File: src/rtl/core/ble_pkg.sv
// shared types, widths and codes for the byte list engine
package ble_pkg;

    localparam int CAPACITY = 64;
    localparam int FILL_W   = $clog2(CAPACITY + 1);
    localparam int IDX_W    = $clog2(CAPACITY);
    localparam int POS_W    = 7;
    localparam int CMP_W    = (FILL_W > POS_W) ? FILL_W : POS_W;
    localparam int CNT_W    = FILL_W;

    typedef enum logic [3:0] {
        REQ_PUSH    = 4'd0,
        REQ_POP     = 4'd1,
        REQ_INSERT  = 4'd2,
        REQ_REMOVE  = 4'd3,
        REQ_COUNT   = 4'd4,
        REQ_INDEX   = 4'd5,
        REQ_MAX     = 4'd6,
        REQ_MIN     = 4'd7,
        REQ_REVERSE = 4'd8,
        REQ_CLEAR   = 4'd9,
        REQ_LENGTH  = 4'd10
    } req_code_t;

    typedef enum logic [2:0] {
        ST_OK       = 3'd0,
        ST_FULL     = 3'd1,
        ST_EMPTY    = 3'd2,
        ST_NOTFOUND = 3'd3,
        ST_BADPOS   = 3'd4
    } status_code_t;

    typedef struct packed {
        logic [3:0]       req_type;
        logic [7:0]       value;
        logic [POS_W-1:0] position;
    } ble_req_t;

    typedef struct packed {
        logic [2:0] status;
        logic [7:0] result_value;
        logic [6:0] match_count;
        logic [5:0] found_index;
        logic [6:0] list_length;
    } ble_rsp_t;

    typedef enum logic [1:0] {
        RED_MAX,
        RED_MIN,
        RED_LAST
    } red_mode_t;

    typedef enum logic [2:0] {
        ACT_NONE,
        ACT_PUSH,
        ACT_POP,
        ACT_INSERT,
        ACT_REMOVE,
        ACT_CLEAR
    } act_t;

    typedef struct packed {
        logic             hit;
        logic [7:0]       val;
        logic [CNT_W-1:0] cnt;
        logic [IDX_W-1:0] idx;
    } ble_acc_t;

    typedef struct packed {
        logic             load;
        logic             sweep;
        logic             swap_en;
        logic             phase;
        red_mode_t        red_mode;
        act_t             action;
        logic [CMP_W-1:0] fill;
        logic [CMP_W-1:0] pos;
        logic [7:0]       value;
        logic [IDX_W-1:0] rm_idx;
        ble_acc_t         ident;
    } ble_ctl_t;

endpackage

File: src/rtl/core/ble_cell.sv
// one list cell: stored byte, reverse tag and reduction stage
module ble_cell import ble_pkg::*;
(
    input  logic             clk,
    input  logic             rst_n,
    input  logic [IDX_W-1:0] cell_index,
    input  ble_ctl_t         ctl,
    input  logic [7:0]       left_data,
    input  logic [IDX_W-1:0] left_tag,
    input  logic [7:0]       right_data,
    input  logic [IDX_W-1:0] right_tag,
    input  ble_acc_t         acc_in,
    output logic [7:0]       data,
    output logic [IDX_W-1:0] tag,
    output ble_acc_t         acc
);

    logic [7:0]       data_reg, data_next;
    logic [IDX_W-1:0] tag_reg, tag_next;
    ble_acc_t         acc_reg, acc_next, acc_calc;
    logic [CMP_W-1:0] k, kp1;
    logic             in_list, match, is_left, swap_left, swap_right;

    always_comb
    begin
        k          = CMP_W'(cell_index);
        kp1        = k + CMP_W'(1);
        in_list    = k < ctl.fill;
        match      = in_list && (data_reg == ctl.value);
        is_left    = cell_index[0] == ctl.phase;
        swap_left  = is_left && (kp1 < ctl.fill) && (tag_reg < right_tag);
        swap_right = !is_left && (cell_index != '0) && in_list && (left_tag < tag_reg);

        acc_calc.hit = acc_in.hit | match;
        acc_calc.idx = match ? cell_index : acc_in.idx;
        acc_calc.cnt = acc_in.cnt + CNT_W'(match);
        case (ctl.red_mode)
            RED_MAX:  acc_calc.val = (in_list && data_reg > acc_in.val) ? data_reg : acc_in.val;
            RED_MIN:  acc_calc.val = (in_list && data_reg < acc_in.val) ? data_reg : acc_in.val;
            RED_LAST: acc_calc.val = (kp1 == ctl.fill) ? data_reg : acc_in.val;
            default:  acc_calc.val = acc_in.val;
        endcase

        acc_next = acc_reg;
        if (ctl.load)
            acc_next = ctl.ident;
        else if (ctl.sweep)
            acc_next = acc_calc;

        tag_next  = tag_reg;
        data_next = data_reg;
        if (ctl.load)
        begin
            tag_next = cell_index;
        end
        else if (ctl.sweep && ctl.swap_en)
        begin
            if (swap_left)
            begin
                tag_next  = right_tag;
                data_next = right_data;
            end
            else if (swap_right)
            begin
                tag_next  = left_tag;
                data_next = left_data;
            end
        end

        case (ctl.action)
            ACT_NONE:   ;
            ACT_PUSH:
                if (k == ctl.fill)
                    data_next = ctl.value;
            ACT_POP:
                if (kp1 == ctl.fill)
                    data_next = '0;
            ACT_INSERT:
                if (k == ctl.pos)
                    data_next = ctl.value;
                else if (k > ctl.pos && k <= ctl.fill)
                    data_next = left_data;
            ACT_REMOVE:
                if (cell_index >= ctl.rm_idx && kp1 < ctl.fill)
                    data_next = right_data;
                else if (kp1 == ctl.fill)
                    data_next = '0;
            ACT_CLEAR:  data_next = '0;
            default:    ;
        endcase
    end

    always_ff @(posedge clk or negedge rst_n)
    begin
        if (!rst_n)
            data_reg <= '0;
        else
            data_reg <= data_next;
    end

    always_ff @(posedge clk)
    begin
        tag_reg <= tag_next;
        acc_reg <= acc_next;
    end

    assign data = data_reg;
    assign tag  = tag_reg;
    assign acc  = acc_reg;

endmodule

File: config.mk
export PLATFORM = sky130hd
export DESIGN_NAME = ble_cell
export DESIGN_NICKNAME = d
export VERILOG_FILES = /design/src/rtl/core/ble_pkg.sv /design/src/rtl/core/ble_cell.sv
export SDC_FILE = /design/constraint.sdc
export NUM_CORES = 1
export LEC_CHECK = 0
export BUFFER_PORTS_ARGS = -buffer_cell sky130_fd_sc_hd__buf_2
export CELL_PAD_IN_SITES_DETAIL_PLACEMENT = 1
export CELL_PAD_IN_SITES_GLOBAL_PLACEMENT = 1
export CORE_ASPECT_RATIO = 1.25
export CORE_UTILIZATION = 33
export DETAILED_ROUTE_END_ITERATION = 10
export GPL_TIMING_DRIVEN = 0
export MAX_ROUTING_LAYER = met4
export PLACE_DENSITY = 0.85
export SLEW_MARGIN = 20
export SYNTH_ARGS = -nofsm -noshare
export SYNTH_HDL_FRONTEND = slang
export SYNTH_SLANG_ARGS = --single-unit
File: constraint.sdc
create_clock -name clk -period 2.54 [get_ports clk]
set_clock_uncertainty 0.15 [all_clocks]
set_input_delay 0.127 -clock clk [delete_from_list [all_inputs] [get_ports clk]]
set_output_delay 0.127 -clock clk [all_outputs]
set_load 0.02 [all_outputs]
==> After elaboration in Yosys (flattened, before gate mapping) <==
Index checks and enable logic that the tools add are counted.
{ "word_totals": {"ff_bits": 36, "inputBits": 117, "output_inout_bits": 36} }
{ "op_classes": {"n_addsub": 2, "order_cmp": 9, "eq_ne": 12, "n_mux": 21, "n_bitwise": 1, "n_reduce_logical": 18} }
{ "ops": {"columns": ["cell", "n"], "rows": [
  ["8-bit 2-to-1 mux", 12],
  ["22-bit 2-to-1 mux", 2],
  ["8-bit case mux with 5 select lines", 1],
  ["6-bit 2-to-1 mux", 5],
  ["8-bit case mux with 3 select lines", 1],
  ["6-bit by 7-bit == test with 1-bit output", 2],
  ["6-bit less-than comparator", 2],
  ["1-bit logical AND", 11],
  ["8-bit == test", 1],
  ["8-bit > comparator", 1],
  ["8-bit less-than comparator", 1],
  ["6-bit by 1-bit adder with 7-bit output (second input constant)", 1],
  ["7-bit by 1-bit adder with 7-bit output", 1],
  ["7-bit == test", 1],
  ["6-bit by 7-bit > comparator with 1-bit output", 1],
  ["6-bit by 7-bit <= comparator with 1-bit output", 1],
  ["6-bit by 7-bit less-than comparator with 1-bit output", 1],
  ["7-bit less-than comparator", 1],
  ["3-bit by 2-bit == test with 1-bit output (second input constant)", 2],
  ["3-bit == test (second input constant)", 2],
  ["6-bit >= comparator", 1],
  ["6-bit nonzero test", 1],
  ["2-bit nonzero test", 2],
  ["3-bit by 1-bit == test with 1-bit output (second input constant)", 1],
  ["other kinds (8)", 8]
]} }

==> Logic depth before layout (Yosys ltp) <==
Gate-level depths: netlist of run 1.
{ "logic_depth": {"word_depth": 12, "mapped_depth": 13, "depth_no_buf": 12} }

==> Worst setup path after synthesis of run 1 <==
Ideal clock, no wire load.
{ "synth_timing": {"path_kind": "input to register", "start": "in ctl[45] (netlist name)", "end": "reg acc_reg (netlist bit acc[12]) (data pin)", "setup_ns": 0.268, "arrival_ns": 2.255, "setup_slack_ns": -0.133, "cell_stages": 12, "path_cell_list": "inv_1 > ha_1 > a21oi_1 > a21o_1 > nand2_1 > nor3_4 > ha_1 > ha_1 > and3_1 > nand3_1 > xor2_1 > o21ai_0"} }
{ "synth_rtl": {"columns": ["element", "line", "text"], "rows": [
  ["from (decl)", "ble_cell.sv:7", "input ble_ctl_t ctl,"],
  ["to (signal assigned)", "ble_cell.sv:104", "acc_reg <= acc_next;"],
  ["to (decl)", "ble_cell.sv:20", "ble_acc_t acc_reg, acc_next, acc_calc;"]
]} }

==> Worst setup path in the final report of run 1 <==
{ "layout_timing": {"start": "reg tag_reg[4], in the netlist tag[4]", "end": "reg data_reg[4], in the netlist data[4]"} }
{ "layout_via": {"elab_chain_len": 9, "word_cells_on_any_way": 14, "cone_classes": "order compare (2); mux (10); reduce/logical (2)"} }
{ "layout_rtl": {"columns": ["element", "line", "text"], "rows": [
  ["from (decl)", "ble_cell.sv:19", "logic [IDX_W-1:0] tag_reg, tag_next;"],
  ["from (signal assigned)", "ble_cell.sv:103", "tag_reg <= tag_next;"],
  ["6-bit less-than comparator", "ble_cell.sv:32", "swap_right = !is_left && (cell_index != '0) && in_list && (left_tag < tag_reg);"],
  ["1-bit logical AND", "ble_cell.sv:32", null],
  ["8-bit 2-to-1 mux", "ble_cell.sv:63", "else if (swap_right)"],
  ["8-bit 2-to-1 mux (*)", "ble_cell.sv:58", "if (swap_left)"],
  ["8-bit 2-to-1 mux (*)", "ble_cell.sv:56", "else if (ctl.sweep && ctl.swap_en)"],
  ["8-bit 2-to-1 mux (*)", "ble_cell.sv:52", "if (ctl.load)"],
  ["8-bit 2-to-1 mux, on equally long branches", "ble_cell.sv:76, ble_cell.sv:86, ble_cell.sv:81", null],
  ["8-bit 2-to-1 mux, on equally long branches", "ble_cell.sv:84, ble_cell.sv:79", null],
  ["8-bit case mux with 5 select lines (*)", "ble_cell.sv:70", "case (ctl.action)"],
  ["net data_next[4]", "ble_cell.sv:18", "logic [7:0] data_reg, data_next;"],
  ["to (signal assigned)", "ble_cell.sv:98", "data_reg <= data_next;"],
  ["to (decl)", "ble_cell.sv:18", null]
]} }
Mark *: on every way through the listed nets, which the timed path passes. The rest lies on a longest branch.
A chain may end at the register's enable or synchronous reset.

==> results.json, run 1 <==
{
  "clock_latency_ns": 0.29,
  "hold_depth": 2,
  "die_area_um2": 12500,
  "synth_area_um2": 3990,
  "die_h_um": 125,
  "dp_slack_ns": -0.731,
  "hp-class": "in2reg",
  "fin_total_pwr_mw": 2.71,
  "drc_errors": 0,
  "critPathKind": "reg2reg",
  "p_per_area_nw_per_um2": 457,
  "totalWireLength_um": 15900,
  "grt_max_degree": 23,
  "antenna_found_initial": 2,
  "drt_iter0_drc": 198,
  "fin_nets": 831,
  "drive_above_1_share_pct": 41.5,
  "tritoncts": "done",
  "setup_viol": 1,
  "clk_pin_slew_worst_paths_ns": 0.06,
  "via_per_inst": 5.56,
  "final_hold_viol_count": 3,
  "dr.pass1.iters": 5,
  "tns_ns": -0.0360,
  "synthFlopType": "edfxtp_1",
  "ys_types": 71,
  "synth-seq-area-share_pct": 26.1,
  "relSlewSlack_pct": 35.8,
  "rsz0062_at_grt": "true",
  "port_buffers": 149,
  "grt_pass1_vias": 4779,
  "ys_warn_count": 0,
  "die_w_um": 100,
  "rr_startpoint": "tag[4]",
  "status": "complete, but fails checks",
  "min_from": "ctl[7]",
  "postRouteAntennaNets": 0,
  "violations": "hold timing, setup timing",
  "cts.sinks": 36,
  "synth.net_count": 638,
  "start_kind": "flip-flop",
  "grt_usage_pct": 24.3,
  "wl_per_cell_um": 19.2,
  "worstPathArrival_ns": 2.60,
  "slew_viol_final": 0,
  "cts_inserted_buffers": 5,
  "place_congestion": 0.890,
  "hold_end": "acc[7]",
  "mostFrequentLayoutCells": "buf_2 (147), inv_1 (47), nand2_1 (40)",
  "syn_inst": 474,
  "hold_ws_ns": -0.00421,
  "fin_area_um2": 5930,
  "post-route-period-util_pct": 101,
  "end_kind": "flip-flop",
  "r2r_cells": 8,
  "grt_overflow_total": 0,
  "cp.required_ns": 2.57,
  "reg2reg_to": "data[4]",
  "rows": 44,
  "area_growth_pct": 48.6,
  "ys_ff_latch": 36,
  "placed_area_um2": 5000,
  "ioPinCount": 153,
  "final_common_cell": "buf_2",
  "place.detailed.hpwl_um": 11700,
  "async_flop_share_pct": 22.2,
  "largest_reg_flops": 22,
  "grt_first_pass_wirelength_um": 23400,
  "placedCellCount": 784,
  "worst_slack_ns": -0.0360,
  "cts-root-buf": "clkbuf_16",
  "h-tree-depth": 2,
  "max_freq_ghz": 0.388,
  "crit_fanout": 10,
  "rrSetupSlack_ns": -0.04,
  "utilization_pct": 50.6,
  "finalCriticalPeriod_ns": 2.58,
  "tightest_slew_ns": 0.960,
  "cap_viol_max_count": 0,
  "core_um2": 11700,
  "avgSynthCellArea_um2": 8.42,
  "cts_buffer_depth": 2,
  "finalNonFillerCells": 831,
  "synth_edf_count": 28,
  "via_count": 4618,
  "initial_core_util_pct": 34.0,
  "max-vdd-ir-drop_uv": 238,
  "nFillCells": 1433,
  "p_leak_nw": 2.67
}
-- metal layers --
metal,up-vias,global-route usage [%],part of all wire (%)
met1,2237,25.9,39
li1,2181,-,-
met2,165,45.9,54
met4,0,6.99,2.6
met3,35,3.07,3.9
met5,-,-,0
-- worst max-delay path, cell delays in order, from the launching register on --
cell,delay (ns)
edfxtp_1,0.42
ha_4,0.24
a21o_1,0.18
a211oi_4,0.32
o211ai_4,0.18
nand2b_4,0.27
o22ai_2,0.23
a211oi_1,0.11
o32a_1,0.37
-- synth_stat cells (all sizes together), types with 7 or more instances --
library cell	number	share of area, %
nor2	24	2.4
mux2i	9	2.3
a31oi	8	1.3
a211oi	7	1.6
o21ai	34	4.3
dfrtp	8	5.0
o22ai	11	1.9
a21o	15	2.8
or2	8	1.3
edfxtp	28	21
nand3	17	2.1
nand2	44	4.2
xnor2	14	3.1
ha	47	15
a21oi	41	5.4
clkbuf	11	1.0
a221oi	9	2.0
inv	47	4.4
-- worst max-delay path by stage --
stage,start,to,slack (ns)
after floorplan,tag[4],data[6],-0.006
after global placement,cell_index[1],data[3],-0.63
after detailed placement,cell_index[1],data[5],-0.73
after CTS,data[5],acc[16],-0.02
after global routing,cell_index[0],data[1],-0.11
final,tag[4],data[4],-0.04
-- power by group --
group / switching [mW] / leakage (nW) / internal, mW / total (mW)
registers: 0.0683 / 0.381 / 0.724 / 0.792
clock network: 0.260 / 0.0645 / 0.361 / 0.621
logic: 0.726 / 2.22 / 0.573 / 1.30
-- cell type report --
cell class	count	area (um^2)	area share (%)
Sequential cell	36	1050	17.7
Inverter	48	180	3.04
Multi-Input combinational cell	374	3200	54.0
Buffer	15	67.6	1.14
Timing Repair Buffer	187	1080	18.3
Tap cell	161	201	3.40
Clock inverter	2	11.3	0.190
Antenna cell	2	5.00	0.0844
Clock buffer	6	129	2.17
-- cells by family (layout without fill, tap and decap cells) --
family | Yosys count | in the layout | share of synthesized area (%)
compound gates | 167 | 167 | 29.1
xor+xnor | 18 | 18 | 3.95
fa+ha+maj | 47 | 47 | 14.7
buf+inv | 64 | 258 | 6.14
flops | 36 | 36 | 26.1
mux | 11 | 11 | 2.82
other cells | 0 | 2 | 0
simple gates | 131 | 131 | 17.1
-- repair_timing --
| action | CTS | global route |
|---|---|---|
| resized for setup | 45 | 45 |
| endpoints found under the setup margin | 33 | 27 |
| setup buffers | 6 | 24 |
| pin swaps | 9 | 32 |
| hold endpoints to repair | 15 | 0 |
| hold buffers | 8 | 0 |
| gates cloned | 0 | 0 |
Power figures use the tool's default switching activity.
==> run 2, diff against run 1 <==
--- a/config.mk
+++ b/config.mk
@@ -10,6 +10,7 @@
 export CELL_PAD_IN_SITES_GLOBAL_PLACEMENT = 1
 export CORE_ASPECT_RATIO = 1.25
 export CORE_UTILIZATION = 33
+export CTS_BUF_LIST = sky130_fd_sc_hd__clkbuf_8
 export DETAILED_ROUTE_END_ITERATION = 10
 export GPL_TIMING_DRIVEN = 0
 export MAX_ROUTING_LAYER = met4
==> run 2 against run 1 <==
  * The run now ends clean
  * Via count rose by 0.65%
  * Utilization fell by 0.23 points
  * Sequential power barely moved
  * Global-route usage rose by 0.38 points
  * Total power fell by 7.8%
  * Critical path type is now in2reg
  * Highest routed layer unchanged
==> results.json, run 2 (synthesis results as in run 1) <==
{
  "finalNonFillerCells": 832,
  "die_h_um": 125,
  "finalCriticalPeriod_ns": 2.53,
  "end_kind": "flip-flop",
  "initial_core_util_pct": 34.0,
  "routed.top_layer": "met4",
  "min_from": "ctl[1]",
  "place_congestion": 0.890,
  "cts-root-buf": "clkbuf_8",
  "dr.pass1.iters": 4,
  "h-tree-depth": 2,
  "fin_nets": 833,
  "totalWireLength_um": 16200,
  "tightest_slew_ns": 0.909,
  "drt_iter0_drc": 230,
  "critPathKind": "in2reg",
  "core_um2": 11700,
  "tritoncts": "done",
  "register_area_um2": 1050,
  "reg2reg_to": "acc[16]",
  "clk_pin_slew_worst_paths_ns": 0.08,
  "area_growth_pct": 47.9,
  "met3WireLength_um": 693,
  "grt_first_pass_wirelength_um": 23800,
  "multi_input_area_um2": 3180,
  "placedCellCount": 784,
  "drc_errors": 0,
  "die_area_um2": 12500,
  "grt_max_degree": 23,
  "grt_usage_pct": 24.6,
  "antenna_found_initial": 1,
  "crit_fanout": 8,
  "wl_met1_um": 6340,
  "tns_ns": 0,
  "clock_latency_ns": 0.30,
  "via_count": 4648,
  "cts.sinks": 36,
  "cts_inserted_buffers": 5,
  "place.detailed.hpwl_um": 11700,
  "dr_wl_met2_um": 8810,
  "worstPathArrival_ns": 2.57,
  "grt_overflow_total": 0,
  "post-route-period-util_pct": 99.6,
  "p_leak_nw": 2.64,
  "wl_per_cell_um": 19.5,
  "status": "complete, no violations",
  "slew_viol_final": 0,
  "max_freq_ghz": 0.395,
  "postRouteAntennaNets": 0,
  "largest_reg_flops": 22,
  "via_per_inst": 5.59,
  "hp-class": "in2reg",
  "max-vdd-ir-drop_uv": 193,
  "drive_above_1_share_pct": 40.4,
  "rsz0062_at_grt": "true",
  "rr_startpoint": "data[3]",
  "cts_buffer_depth": 2,
  "start_kind": "input port",
  "grt_pass1_vias": 4912,
  "rrSetupSlack_ns": 0.02,
  "port_buffers": 149,
  "mostFrequentLayoutCells": "buf_2 (147), inv_1 (47), nand2_1 (40)",
  "die_w_um": 100,
  "ioPinCount": 153,
  "rows": 44,
  "cp.required_ns": 2.58,
  "final_common_cell": "buf_2",
  "relSlewSlack_pct": 39.3,
  "r2r_cells": 8,
  "hold_depth": 3,
  "nFillCells": 1435,
  "p_per_area_nw_per_um2": 424,
  "final_hold_viol_count": 0,
  "cap_viol_max_count": 0,
  "hold_end": "acc[1]",
  "setup_viol": 0
}
-- run 2: changes by cell type in the layout (fill, tap and decap cells not counted), moves of 2 or more --
cell and change:
a211oi_2 +2, clkbuf_8 +5, dlygate4sd3_1 +7, a21oi_1 +2
o22ai_2 -2, buf_12 +2, clkbuf_16 -5, o22ai_4 +2
a221oi_2 -2, buf_4 -7
-- run 2: worst max-delay path by stage --
stage | from | endpoint | slack (ns) | cells past startpoint
floorplan | tag[4] | data[6] | -0.006 | 8
global placement | cell_index[1] | data[3] | -0.63 | 11
detailed placement | cell_index[1] | data[5] | -0.73 | 11
CTS | data[5] | acc[17] | -0.01 | 8
global route | data[0] | acc[17] | -0.08 | 10
finish | cell_index[0] | data[3] | 0.01 | 11
-- run 2: layer usage --
metal | GRT usage, % | up-vias
met2 | 46.9 | 166
li1 | - | 2186
met1 | 26.2 | 2263
met4 | 7.33 | 0
met3 | 2.63 | 33
met5 | - | -
-- run 2: through the flow --
step	utilization (%)	power [mW]	setup slack (ns)	area [um^2]	hold WS, ns
finish	50.3	2.50	0.0109	5900	0.0277
CTS	46.6	2.30	-0.00996	5470	0.0157
floorplan	-	1.42	-0.00645	4050	-0.319
global placement	42.6	1.74	-0.634	5000	-0.167
global route	50.3	2.63	-0.0770	5900	0.0423
detailed placement	42.6	1.79	-0.731	5000	-0.162
-- run 2: timing repair --
action / CTS / global route
hold endpoints to repair: 22 / 0
resized for setup: 36 / 50
setup buffers: 9 / 15
endpoints found under the setup margin: 34 / 26
pin swaps: 10 / 25
hold buffers: 15 / 0
-- run 2: cell type report --
type | instances | area share, %
Sequential cell | 36 | 17.7
Antenna cell | 1 | 0.0424
Multi-Input combinational cell | 374 | 53.9
Timing Repair Buffer | 188 | 19.1
Tap cell | 161 | 3.41
Clock buffer | 5 | 1.17
Inverter | 48 | 3.05
Clock inverter | 3 | 0.254
Buffer | 16 | 1.27
-- run 2: critical path: stages --
cell	delay, ns
clkbuf_4	0.20
inv_2	0.09
ha_1	0.30
ha_1	0.30
nand4b_1	0.15
buf_4	0.19
nor2_4	0.23
nor2_1	0.16
a221oi_4	0.36
a211oi_1	0.09
o32a_1	0.36
-- run 2: power breakdown --
group	leakage [nW]	internal [mW]	switching (mW)
Sequential	0.382	0.722	0.0720
Combinational	2.21	0.569	0.721
Clock	0.0430	0.187	0.230
Total	2.64	1.48	1.02
==> run 3, diff against run 2 <==
--- a/config.mk
+++ b/config.mk
@@ -10,7 +10,7 @@
 export CELL_PAD_IN_SITES_GLOBAL_PLACEMENT = 1
 export CORE_ASPECT_RATIO = 1.25
 export CORE_UTILIZATION = 33
-export CTS_BUF_LIST = sky130_fd_sc_hd__clkbuf_8
+export CTS_BUF_LIST = sky130_fd_sc_hd__clkbuf_2
 export DETAILED_ROUTE_END_ITERATION = 10
 export GPL_TIMING_DRIVEN = 0
 export MAX_ROUTING_LAYER = met4
==> run 3 against run 2 <==
  * The flow now finishes with violations (hold timing, setup timing)
  * Die area is the same
  * Critical path depth shrank 2
  * Maximum frequency shrank 4.5%
  * Sequential share of layout area shrank 1.6 points
  * Hold slack lost 0.031 ns
  * Design area grew 10%
  * First-iteration DRC count grew 35%
==> results.json, run 3 (synthesis results as in run 1) <==
{
  "core_um2": 11700,
  "dp_slack_ns": -0.731,
  "wl_per_cell_um": 20.8,
  "crit_fanout": 5,
  "rr_startpoint": "tag[4]",
  "cts_inserted_buffers": 5,
  "dr.pass1.iters": 5,
  "rows": 44,
  "die_w_um": 100,
  "reg2reg_to": "data[6]",
  "r2r_cells": 9,
  "grt_usage_pct": 27.0,
  "clk_pin_slew_worst_paths_ns": 0.21,
  "drc_errors": 0,
  "cap_viol_max_count": 0,
  "critPathBufInv": 1,
  "place.detailed.hpwl_um": 11700,
  "cts-root-buf": "clkbuf_2",
  "grt_overflow_total": 0,
  "cp.required_ns": 2.74,
  "status": "complete, but fails checks",
  "hold_depth": 3,
  "start_kind": "flip-flop",
  "die_h_um": 125,
  "end_kind": "flip-flop",
  "cts.sinks": 36,
  "grt_pass1_vias": 5145,
  "p_per_area_nw_per_um2": 388,
  "crit_slowest_cell": "edfxtp_1",
  "min_from": "cell_index[3]",
  "hold_end": "tag[3]",
  "mostFrequentLayoutCells": "buf_2 (148), dlygate4sd3_1 (71), inv_1 (47)",
  "h-tree-depth": 2,
  "final_common_cell": "buf_2",
  "totalWireLength_um": 18700,
  "drive_above_1_share_pct": 38.7,
  "via_per_inst": 5.71,
  "hold_ws_ns": -0.00319,
  "largest_reg_flops": 22,
  "worst_slack_ns": -0.107,
  "ioPinCount": 153,
  "crit_path_max_incr_delay_ns": 0.47,
  "via_count": 5128,
  "worstPathArrival_ns": 2.85,
  "crit_start": "tag[4]",
  "antenna_found_initial": 3,
  "tns_ns": -0.268,
  "rrSetupSlack_ns": -0.11,
  "relSlewSlack_pct": 34.1,
  "violations": "hold timing, setup timing",
  "p_leak_nw": 2.89,
  "grt_first_pass_wirelength_um": 25600,
  "crit_chain": "ha_4 > a21o_1 > a211oi_4 > o211ai_4 > buf_4 > or4_1 > o211ai_1 > a211oi_2 > a311oi_2",
  "grt_max_degree": 23,
  "cts_buffer_depth": 2,
  "finalCriticalPeriod_ns": 2.65,
  "setup_viol": 6,
  "initial_core_util_pct": 34.0,
  "clock_latency_ns": 0.43,
  "area_growth_pct": 62.9,
  "port_buffers": 149,
  "die_area_um2": 12500,
  "final_hold_viol_count": 1,
  "critical_path.top_delay_family": "compound AO/OA/AOI/OAI gates",
  "fin_nets": 896,
  "postRouteAntennaNets": 0,
  "max-vdd-ir-drop_uv": 185,
  "rsz0062_at_grt": "true",
  "tightest_slew_ns": 0.987,
  "critPathKind": "reg2reg",
  "hp-class": "in2reg",
  "post-route-period-util_pct": 104,
  "slew_viol_final": 0,
  "max_freq_ghz": 0.378,
  "tritoncts": "done",
  "place_congestion": 0.890,
  "drt_iter0_drc": 311
}
run 3: cell count changes in the layout (fill, tap and decap cells not counted), sizes merged:
cell | before | now
inv | 48 | 47
diode | 1 | 4
clkbuf | 17 | 21
buf | 177 | 180
nand2b | 6 | 7
dlygate4sd3 | 15 | 71
run 3: final cells by class:
cell class                      count  area, um^2
Antenna cell                        4        10.0
Buffer                             15        67.6
Clock buffer                        6        30.0
Clock inverter                      2        11.3
Fill cell                        1383        5220
Inverter                           48         180
Multi-Input combinational cell    375        3240
Sequential cell                    36        1050
Tap cell                          161         201
Timing Repair Buffer              251        1710
run 3: worst max path at each step:
stage,end,slack (ns),depth (start not counted)
CTS,acc[13],-0.08,8
floorplan,data[6],-0.006,8
detailed placement,data[5],-0.73,11
global route,data[6],-0.19,9
finish,data[6],-0.11,9
global placement,data[3],-0.63,11
run 3: per-layer routing:
metal / routed length (um) / GRT usage [%] / vias to the layer above
li1: - / - / 2315
met5: 0 / - / -
met2: 10400 / 52.5 / 244
met3: 958 / 3.41 / 60
met4: 627 / 8.61 / 0
met1: 6720 / 27.0 / 2509
run 3: what timing repair did:
action                                 CTS  global route
endpoints found under the hold margin   44             1
resized for setup                       26            69
gates cloned                             0             1
buffers inserted                         5            28
setup endpoints to repair               32            29
hold buffers                            70             1
pin swaps                                7            49
run 3: per-stage QoR:
stage          power, mW  utilization, %  instances  cell area, um^2
2_1_floorplan       1.42               -        474             4050
5_1_grt             2.65            55.4        897             6500
3_3_place_gp        1.74            42.6        784             5000
3_5_place_dp        1.79            42.6        784             5000
6_report            2.53            55.5        898             6500
4_1_cts             2.23            50.5        867             5920
run 3: power by group:
group | leakage [nW] | switching, mW | internal [mW]
clock | 0.0267 | 0.221 | 0.0685
sequential | 0.380 | 0.0632 | 0.723
combinational | 2.49 | 0.798 | 0.653
run 3: worst reg2reg max path: stages, from the launching register on:
cell,delay (ns)
edfxtp_1,0.47
ha_4,0.24
a21o_1,0.18
a211oi_4,0.31
o211ai_4,0.17
buf_4,0.19
or4_1,0.40
o211ai_1,0.16
a211oi_2,0.07
a311oi_2,0.27
